==> config.mk <==
export PLATFORM = sky130hd
export DESIGN_NAME = sma_ctrl
export DESIGN_NICKNAME = d
export VERILOG_FILES = /design/src/hw/rtl/sma_pkg.sv /design/src/hw/rtl/sma_ctrl.sv
export SDC_FILE = /design/constraint.sdc
export NUM_CORES = 1
export LEC_CHECK = 0
export ABC_CLOCK_PERIOD_IN_PS = 800
export BUFFER_PORTS_ARGS = -buffer_cell sky130_fd_sc_hd__buf_2
export CAP_MARGIN = 20
export CORE_AREA = 2 2 39 41
export DETAILED_ROUTE_END_ITERATION = 8
export DIE_AREA = 0 0 41 43
export PLACE_DENSITY = 0.34
export SYNTH_ARGS = -nofsm -noshare
export SYNTH_HDL_FRONTEND = slang
export SYNTH_SLANG_ARGS = --single-unit
==> constraint.sdc <==
create_clock -name clk -period 0.8 [get_ports clk]
set_input_delay 0.08 -clock clk [delete_from_list [all_inputs] [get_ports clk]]
set_output_delay 0.08 -clock clk [all_outputs]
set_load 0.1 [all_outputs]
==> src/hw/rtl/sma_pkg.sv <==
// Shared types and constants for the sign-magnitude digit ALU.
package sma_pkg;

	localparam int MAG_BITS = 64;
	localparam int DIGIT_COUNT_DEF = 16;
	localparam int DIGIT_BITS_DEF = 4;

	typedef enum logic [1:0] {
		OP_ADD = 2'd0,
		OP_SUB = 2'd1,
		OP_MUL = 2'd2,
		OP_CMP = 2'd3
	} op_t;

	typedef struct packed {
		logic s1;
		logic s2;
		logic s3;
		logic s4;
	} stage_en_t;

endpackage

==> src/hw/rtl/sma_ctrl.sv <==
// Valid bits and per-stage load enables of the four-stage pipeline.
module sma_ctrl import sma_pkg::*; (
	input  logic      clk,
	input  logic      arst_n,
	input  logic      in_valid,
	output logic      in_stall,
	output logic      out_valid,
	input  logic      out_stall,
	output stage_en_t en
);

	logic v_s1;
	logic v_s2;
	logic v_s3;
	logic v_s4;

	always_comb begin
		en.s4 = !v_s4 || !out_stall;
		en.s3 = !v_s3 || en.s4;
		en.s2 = !v_s2 || en.s3;
		en.s1 = !v_s1 || en.s2;
	end

	assign in_stall  = !en.s1;
	assign out_valid = v_s4;

	always_ff @(posedge clk or negedge arst_n) begin
		if (!arst_n) begin
			v_s1 <= 1'b0;
			v_s2 <= 1'b0;
			v_s3 <= 1'b0;
			v_s4 <= 1'b0;
		end else begin
			if (en.s1) begin
				v_s1 <= in_valid;
			end
			if (en.s2) begin
				v_s2 <= v_s1;
			end
			if (en.s3) begin
				v_s3 <= v_s2;
			end
			if (en.s4) begin
				v_s4 <= v_s3;
			end
		end
	end

	// An accepted request always occupies the first stage on the next cycle.
	assert property (@(posedge clk) disable iff (!arst_n)
		in_valid && !in_stall |=> v_s1)
		else $error("accepted request did not enter the first stage");

	// A stalled last stage must hold its request.
	assert property (@(posedge clk) disable iff (!arst_n)
		v_s4 && out_stall |=> v_s4)
		else $error("stalled result was dropped");

	// A full stage directly behind a stage that cannot advance is blocked as well.
	assert property (@(posedge clk) disable iff (!arst_n)
		!en.s3 && v_s2 |-> !en.s2)
		else $error("stage enables out of order");

endmodule

==> results.py <==
metrics = {
    "outcome": {
        "status": "finished, violations left",
        "violations": "setup timing",
    },
    "grt": {
        "overflow": 0,
        "grt_pass1_wl_um": 807,
        "grt.busiest_layer": "met1",
        "grt_max_degree": 5,
        "grtUsageMet1": 0.0977,
        "antenna_found_initial": 0,
        "track_usage": 0.0746,
        "gr-usage-met2": 0.0875,
        "grtUsageMet3": 0.0366,
        "grt_pass1_vias": 196,
    },
    "sta": {
        "max_freq_mhz": 788,
        "setup_viol": 10,
        "slew_viol_final": 0,
        "grt_setup_unrepaired": "yes",
        "hold_viol": 0,
        "fin_ws_ns": -0.470,
        "clock_skew_ns": 0.0124,
        "slew_headroom": 0.919,
        "worstMarginPinSlew_ns": 0.122,
        "period_minus_slack_ns": 1.27,
        "fin_crit_sh": 1.59,
        "tns_ns": -3.07,
    },
    "floorplanning": {
        "rows": 14,
        "die_h_um": 43,
        "io_pins": 10,
        "die_area_sq_um": 1760,
        "start_util": 0.121,
        "core_sq_um": 1380,
        "dieWidth_um": 41,
    },
    "pwr": {
        "sw_frac_of_total": 0.390,
        "p_int_uw": 647,
        "combPwrFrac": 0.514,
        "p_clk_frac": 0.255,
        "power_frac_seq": 0.231,
        "ir_worst_vdd_v": 0.000721,
        "p_leak_nw": 0.219,
        "power.total_mw": 1.06,
        "power_switching_uw": 414,
        "power-per-cell-area_nw_per_um2": 2180,
    },
    "setup_path": {
        "setup.worst_path.start": "out_valid$_DFFE_PN0P_",
        "worstSetupPathType": "register to output port",
        "reg2reg_from": "out_valid$_DFFE_PN0P_",
        "crit_fanout": 3,
        "required_ns": 0.72,
        "crit_path_start_kind": "register",
        "critPathArrivalTime_ns": 1.19,
        "cp-end-kind": "output port",
    },
    "routing": {
        "wl_per_cell_um": 8.57,
        "ant_nets": 0,
        "wirelength_um": 454,
        "post-route-drc-count": 0,
        "avgViaCountPerCell": 3.51,
        "drt-initial-drc-count": 0,
        "dr.pass1.iters": 1,
        "vias": 186,
    },
    "synthesis": {
        "yosysUniqueCellTypes": 9,
        "syn-instance-count": 14,
        "ys.flop_type": "dfrtp_1",
        "yosys-top-cells-area": "dfrtp_1 60%, nand4_4 13%, nand2b_1 7.5%",
        "yosysTopAreaCell": "dfrtp_1",
        "yosysMostFrequentCell": "dfrtp_1",
        "synth_area_per_cell_sq_um": 12.0,
        "async_flop_share": 1.00,
        "ys_warn_count": 0,
        "synth-seq-area-share": 0.597,
        "netlist_area_sq_um": 168,
        "synth_edf_count": 0,
        "synth_nets": 18,
        "ys_top_cells_by_count": "4 x dfrtp_1, 2 x nand2_1, 2 x nand2b_1",
        "netlist.area_leader.share": 0.597,
        "ys_ff_latch": 4,
    },
    "cells_and_area": {
        "nFillCells": 136,
        "n_antenna_cell": 0,
        "drive_gt1_frac": 0.730,
        "final_util": 0.353,
        "finalNetCount": 42,
        "layout.cells.non_filler": 53,
        "syn_to_final_growth_pct": 191,
    },
    "clock_network": {
        "cts.htree.levels": 1,
        "clock_latency_ns": 0.24,
        "cts.sinks": 4,
        "cts.clk_slew.worst_paths_ns": 0.04,
        "cts_buffers": 3,
        "cts_tree": "done",
        "root_buffer": "clkbuf_4",
        "cts_max_path_buffers": 2,
    },
    "min_path": {
        "worstHoldStart": "in_valid",
        "min_path_type": "input port to register",
    },
    "placed_design": {
        "place_congestion": 0.580,
        "portBuffers": 9,
        "hpwl_um": 377,
        "numPlacedInstances": 45,
        "pre_cts_ws_ns": -0.259,
    },
    "flow_run": {
        "max-cap-violations": 0,
    },
}
-- power by group through the flow --
stage	clock [mW]	combinational (mW)	sequential, mW
final	0.271	0.546	0.245
after global routing	0.293	0.570	0.248
after CTS	0.283	0.525	0.246
after detailed placement	0	0.488	0.248
after global placement	0	0.487	0.248
after floorplan	0	0.241	0.282
-- area by class of cell --
class,instances,area (sq um),area share
timing repair buffer,19,240,0.492
sequential,4,104,0.213
multi-input combinational,9,93.8,0.192
clock buffer,4,26.3,0.0538
tap,16,20.0,0.0410
inverter,1,3.75,0.00769
-- placed cells by master (no fill, tap or decap), drive strengths merged --
cell,instances
buf,18
clkbuf,4
dfrtp,4
nand2b,2
nand2,2
nand3,1
nand4,1
inv,1
or2,1
nor2,1
o21bai,1
dlygate4sd3,1
-- sequential cells by signal, summed over array words and instances, names as in the netlist --
name	flops
v_s1	1
out_valid	1
v_s2	1
v_s3	1
-- critical path: stages, from the launching register on --
cell	delay (ns)
dfrtp_4	0.43
nand4_4	0.10
or2_4	0.26
buf_12	0.16
-- kinds of logic (layout without fill, tap and decap cells) --
| kind of cell | after synthesis | after routing | share of synthesized area |
|---|---|---|---|
| flops | 4 | 4 | 0.597 |
| compound gates | 1 | 1 | 0.0448 |
| simple gates | 8 | 8 | 0.336 |
| buf+inv | 1 | 24 | 0.0224 |
-- worst paths after layout --
path / endpoint / slack [ns] / cells past startpoint
worst max-delay path: en[3] / -0.47 / 3
worst min register to register: v_s3$_DFFE_PN0P_ / 0.51 / 1
max in group asynchronous: out_valid$_DFFE_PN0P_ / 0.49 / 2
min in group asynchronous: out_valid$_DFFE_PN0P_ / 0.18 / 2
worst max register to register: v_s1$_DFFE_PN0P_ / -0.18 / 4
worst min-delay path: v_s1$_DFFE_PN0P_ / 0.05 / 2
-- per-stage QoR --
step                      hold WS (ns)  cell area (sq um)
after floorplan                 -0.216                186
after global placement          -0.107                399
after detailed placement        -0.108                399
after CTS                       0.0479                465
after global routing            0.0591                488
final                           0.0504                488
-- layer usage --
metal  part of all wire  vias up
li1                   -       92
met1               0.41       82
met2               0.46       12
met3               0.14        0
met4                  0        0
met5                  0        -
-- repair_timing --
action | CTS | global route
hold buffers | 1 | 0
setup buffers | 2 | 1
hold endpoints to repair | 4 | 0
endpoints found under the setup margin | 9 | 10
pin swaps | 1 | 3
resized for setup | 3 | 4
(Power assumes the default switching activity.)
