### config.mk
export PLATFORM = sky130hd
export DESIGN_NAME = sma_addsub
export DESIGN_NICKNAME = d
export VERILOG_FILES = /design/src/hw/rtl/sma_pkg.sv /design/src/hw/rtl/sma_addsub.sv
export SDC_FILE = /design/constraint.sdc
export NUM_CORES = 1
export LEC_CHECK = 0
export BUFFER_PORTS_ARGS = -buffer_cell sky130_fd_sc_hd__buf_2
export CAP_MARGIN = 20
export CELL_PAD_IN_SITES_DETAIL_PLACEMENT = 0
export CELL_PAD_IN_SITES_GLOBAL_PLACEMENT = 1
export CORE_MARGIN = 3
export CORE_UTILIZATION = 45
export CTS_CLUSTER_DIAMETER = 200
export DETAILED_ROUTE_END_ITERATION = 8
export HOLD_SLACK_MARGIN = 0.15
export PLACE_DENSITY = 0.85
export SLEW_MARGIN = 20
export SYNTH_ARGS = -nofsm -noshare
export SYNTH_HDL_FRONTEND = slang
export SYNTH_SLANG_ARGS = --single-unit
### constraint.sdc
create_clock -name clk -period 4.14 [get_ports clk]
set_clock_uncertainty 0.2 [all_clocks]
set_input_delay 0 -clock clk [delete_from_list [all_inputs] [get_ports clk]]
set_output_delay 0 -clock clk [all_outputs]
set_load 0.02 [all_outputs]
### src/hw/rtl/sma_pkg.sv
// Shared types and constants for the sign-magnitude digit ALU.
package sma_pkg;

	localparam int MAG_BITS = 64;
	localparam int DIGIT_COUNT_DEF = 16;
	localparam int DIGIT_BITS_DEF = 4;

	typedef enum logic [1:0] {
		OP_ADD = 2'd0,
		OP_SUB = 2'd1,
		OP_MUL = 2'd2,
		OP_CMP = 2'd3
	} op_t;

	typedef struct packed {
		logic s1;
		logic s2;
		logic s3;
		logic s4;
	} stage_en_t;

endpackage

### src/hw/rtl/sma_addsub.sv
// Signed compare and sign-magnitude add and subtract over two pipeline stages.
module sma_addsub import sma_pkg::*; #(
	parameter int W = DIGIT_COUNT_DEF * DIGIT_BITS_DEF
) (
	input  logic         clk,
	input  stage_en_t    en,
	input  op_t          op_s1,
	input  logic [W-1:0] am_s1,
	input  logic         an_s1,
	input  logic [W-1:0] bm_s1,
	input  logic         bn_s1,
	output logic [W-1:0] sum_mag_s3,
	output logic         sum_neg_s3,
	output logic         sum_ovf_s3,
	output logic         gt_s3,
	output logic         lt_s3,
	output logic         eq_s3
);

	logic         mag_gt;
	logic         mag_eq;
	logic         eq;
	logic         gt;
	logic [W-1:0] am_s2;
	logic [W-1:0] bm_s2;
	logic         an_s2;
	logic         bne_s2;
	logic         mag_ge_s2;
	logic         gt_s2;
	logic         lt_s2;
	logic         eq_s2;
	logic [W:0]   sum;
	logic [W-1:0] diff_ab;
	logic [W-1:0] diff_ba;

	assign mag_gt = am_s1 > bm_s1;
	assign mag_eq = am_s1 == bm_s1;

	always_comb begin
		eq = (an_s1 == bn_s1) && mag_eq;
		if (eq) begin
			gt = 1'b0;
		end else if (an_s1 != bn_s1) begin
			gt = !an_s1;
		end else if (an_s1) begin
			gt = !mag_gt && !mag_eq;
		end else begin
			gt = mag_gt;
		end
	end

	always_ff @(posedge clk) begin
		if (en.s2) begin
			am_s2     <= am_s1;
			bm_s2     <= bm_s1;
			an_s2     <= an_s1;
			bne_s2    <= (op_s1 == OP_SUB) ? !bn_s1 : bn_s1;
			mag_ge_s2 <= mag_gt || mag_eq;
			eq_s2     <= eq;
			gt_s2     <= gt;
			lt_s2     <= !eq && !gt;
		end
	end

	assign sum     = {1'b0, am_s2} + {1'b0, bm_s2};
	assign diff_ab = am_s2 - bm_s2;
	assign diff_ba = bm_s2 - am_s2;

	always_ff @(posedge clk) begin
		if (en.s3) begin
			gt_s3 <= gt_s2;
			lt_s3 <= lt_s2;
			eq_s3 <= eq_s2;
			if (an_s2 == bne_s2) begin
				sum_mag_s3 <= sum[W-1:0];
				sum_neg_s3 <= an_s2;
				sum_ovf_s3 <= sum[W];
			end else if (mag_ge_s2) begin
				sum_mag_s3 <= diff_ab;
				sum_neg_s3 <= an_s2;
				sum_ovf_s3 <= 1'b0;
			end else begin
				sum_mag_s3 <= diff_ba;
				sum_neg_s3 <= bne_s2;
				sum_ovf_s3 <= 1'b0;
			end
		end
	end

endmodule
==> impl_metrics.ini <==
[clock_tree]
cts_root_buf = clkbuf_16
clkTransAtPathRegs_ns = 0.06
cts_buffers = 24
cts_sinks = 203
htreeDepth = 1
cts_tree = yes
cts_buffer_depth = 3
clock_latency_ns = 0.56

[power]
power_leakage_nw = 11.29
p_per_area_mw_per_mm2 = 363.3
irDropWorstVdd_mv = 0.3723

[sta]
max_freq_ghz = 0.2497
slew_violations = 0
grt_setup_unrepaired = false
hold_violations = 0
tightest_slew_ns = 0.9075
setup_violations = 0
setup_tns_ns = 0
post-route-period-util_pct = 96.74
period_needed_ns = 4.005
slew_headroom_pct = 38.73

[place]
portBuffers = 203
gp_congestion = 1.003
post-dp-hpwl_um = 61670
dp.cells = 3173

[setup_path]
r2r_start = am_s2[0]
slowest_stage = edfxtp_1
worstSetupStartpointType = flip-flop
path_cells = ha_1 > fa_1 > nor2b_1 > o21ai_1 > nand4_1 > buf_4 > a311o_1 > a211oi_2 > buf_4 > buf_4 > nor2_1 > nor2_1 > a21oi_1 > o221ai_1 > buf_4 > xnor2_1
path_buf_inv = 4
endpoint_kind = flip-flop
cp-startpoint = am_s2[0]
critPathTopFamily = compound AO/OA/AOI/OAI gates
cp.arrival_ns = 4.11
cpMostUsedCell = buf_4
max_stage_delay_ns = 0.42
required_ns = 4.24
critPathKind = flip-flop to flip-flop
critPathMaxFanout = 3

[global_route]
grt_pass1_vias = 20766
grt_start_max_net_pins = 83
antenna_found_initial = 3
grt_pass1_wl_um = 124400
grt_use_total_pct = 34.33
grt.overflow.total = 0

[yosys]
syn-cell-area_mm2 = 0.01966
synth-edff-count = 203
async_reset_ff_share_pct = 0
yosysSeqAreaShare_pct = 31.01
synth_seq_cells = 203
synth_ff_type = edfxtp_1
synthCells = 2329
synth.net_count = 2723
synth_cell_types = 87
syn_avg_cell_area_um2 = 8.440
synth_warnings = 0

[floorplan]
start_util_pct = 46.24
rows = 75
ios = 206
dieArea_mm2 = 0.04623
die_w_um = 215
die_y_um = 215
core-area_mm2 = 0.04251

[drt]
dr_total_vias = 20848
vias_per_cell = 5.977
wl_per_cell_um = 23.63
first_pass_iters = 5
remaining_drc_errors = 0
ant_nets = 0
drt_iter0_drc = 2345
routed_wirelength_um = 82430

[final_layout]
syn_to_final_growth_pct = 30.55
layout-drive-gt1-share_pct = 15.37
num-fill-cells = 3729
nets = 3285
finalNonFillerCells = 3488
reg.largest.list = am_s2: 64 flops, bm_s2: 64 flops, sum_mag_s3: 64 flops

[flow_run]
maxCapViolCount = 0

[worst_hold_path]
hp-start = op_s1[1]
hp-class = input port to flip-flop

[status]
status = completed
## what timing repair did
action | in CTS | in global routing
buffers inserted | 0 | 2
setup endpoints to repair | 0 | 19
endpoints found under the hold margin | 264 | 0
hold buffers | 266 | 0
resized for setup | 0 | 14
## routing by layer
metal | track usage, % | part of all wire, % | up-vias | routed length, µm
met2 | 57.48 | 47 | 1017 | 38370
met3 | 4.802 | 7.5 | 148 | 6196
met1 | 46.75 | 43 | 10027 | 35310
met4 | 9.187 | 3.1 | 2 | 2536
met5 | 0 | 0.016 | - | 13
li1 | - | - | 9654 | -
## synthesized netlist by cell type, types with 10 or more instances
master    instances  area [µm²]
clkbuf_1         62       232.7
o21a_1           16       120.1
o21bai_1         52       390.4
a211oi_1         33       247.7
a221oi_1         10       87.58
nand2_1         133       499.2
nor3_1           42       210.2
a21o_1           67       503.0
o211ai_1         29       217.7
a21oi_1         309        1546
nor2_1          185       694.4
nand4_1          66       412.9
o21ai_0         174       870.8
clkbuf_8         10       137.6
buf_1            11       41.29
xnor2_1          55       481.7
nand3_1          43       215.2
nor4_1           31       193.9
edfxtp_1        203        6096
a31oi_1          19       118.9
nand2b_1         13       81.33
nor2b_1          20       125.1
ha_1            254        3178
o31ai_1          29       217.7
inv_1           271        1017
## cells by family (layout without fill, tap and decap cells)
logic type	after synthesis	after routing	synth area share, %
buffers and inverters	366	945	7.670
XOR/XNOR	64	64	2.852
AO/OA/AOI/OAI	848	848	27.26
AND/OR/NAND/NOR	578	578	14.04
other	0	3	0
multiplexers	13	13	0.6875
flip-flops	203	203	31.01
adder cells (fa/ha/maj)	257	257	16.47
## stage by stage
| step | setup slack (ns) | area (µm²) | util [%] | total power [mW] | hold WS [ns] |
|---|---|---|---|---|---|
| after floorplan | 0.7882 | 19660 | - | 5.282 | -0.1011 |
| after global placement | 0.1494 | 22150 | 52.11 | 6.889 | -0.007956 |
| after detailed placement | 0.09119 | 22150 | 52.11 | 6.900 | -0.007600 |
| after CTS | 0.07470 | 25550 | 60.10 | 9.173 | 0.1548 |
| after global routing | 0.003707 | 25660 | 60.36 | 9.745 | 0.2434 |
| final | 0.1351 | 25660 | 60.37 | 9.322 | 0.2003 |
## path summary, 6_finish.rpt
kind | slack (ns) | end | cells after the start
min | 0.20 | bne_s2 | 4
max reg2reg | 0.14 | sum_mag_s3[44] | 16
min reg2reg | 0.22 | lt_s3 | 0
max | 0.14 | sum_mag_s3[44] | 16
## worst min-delay path: cells and delay by family
kind	cells	cell delay, ns
buffers and inverters	2	0.63
XOR/XNOR	1	0.13
AND/OR/NAND/NOR	1	0.08
## power by group
group          total (mW)  internal, mW  switching (mW)
Clock                2.05          1.16           0.890
Sequential           2.81          2.65           0.162
Combinational        4.46          1.66            2.80
Total                9.32          5.47            3.85
## layout make-up
type	instances	area [µm²]	share of cell area, %
clock buffer	33	655.6	2.555
clock inverter	10	75.07	0.2926
tap	577	721.9	2.813
multi-input combinational	1760	12140	47.32
timing repair buffer	631	4945	19.27
antenna	3	7.507	0.02926
inverter	271	1017	3.964
sequential	203	6096	23.76
## cells in the final DEF (no fill, tap or decap), types with 40 or more instances in the layout
cell type,n
buf_2,201
dlygate4sd3_1,266
o21ai_0,171
o21bai_1,52
edfxtp_1,203
xnor2_1,54
nand3_1,43
nor3_1,40
buf_4,161
nor2_1,185
inv_1,271
ha_1,253
nand4_1,66
a21o_1,67
nand2_1,133
a21oi_1,308
Power figures use the tool's default switching activity.
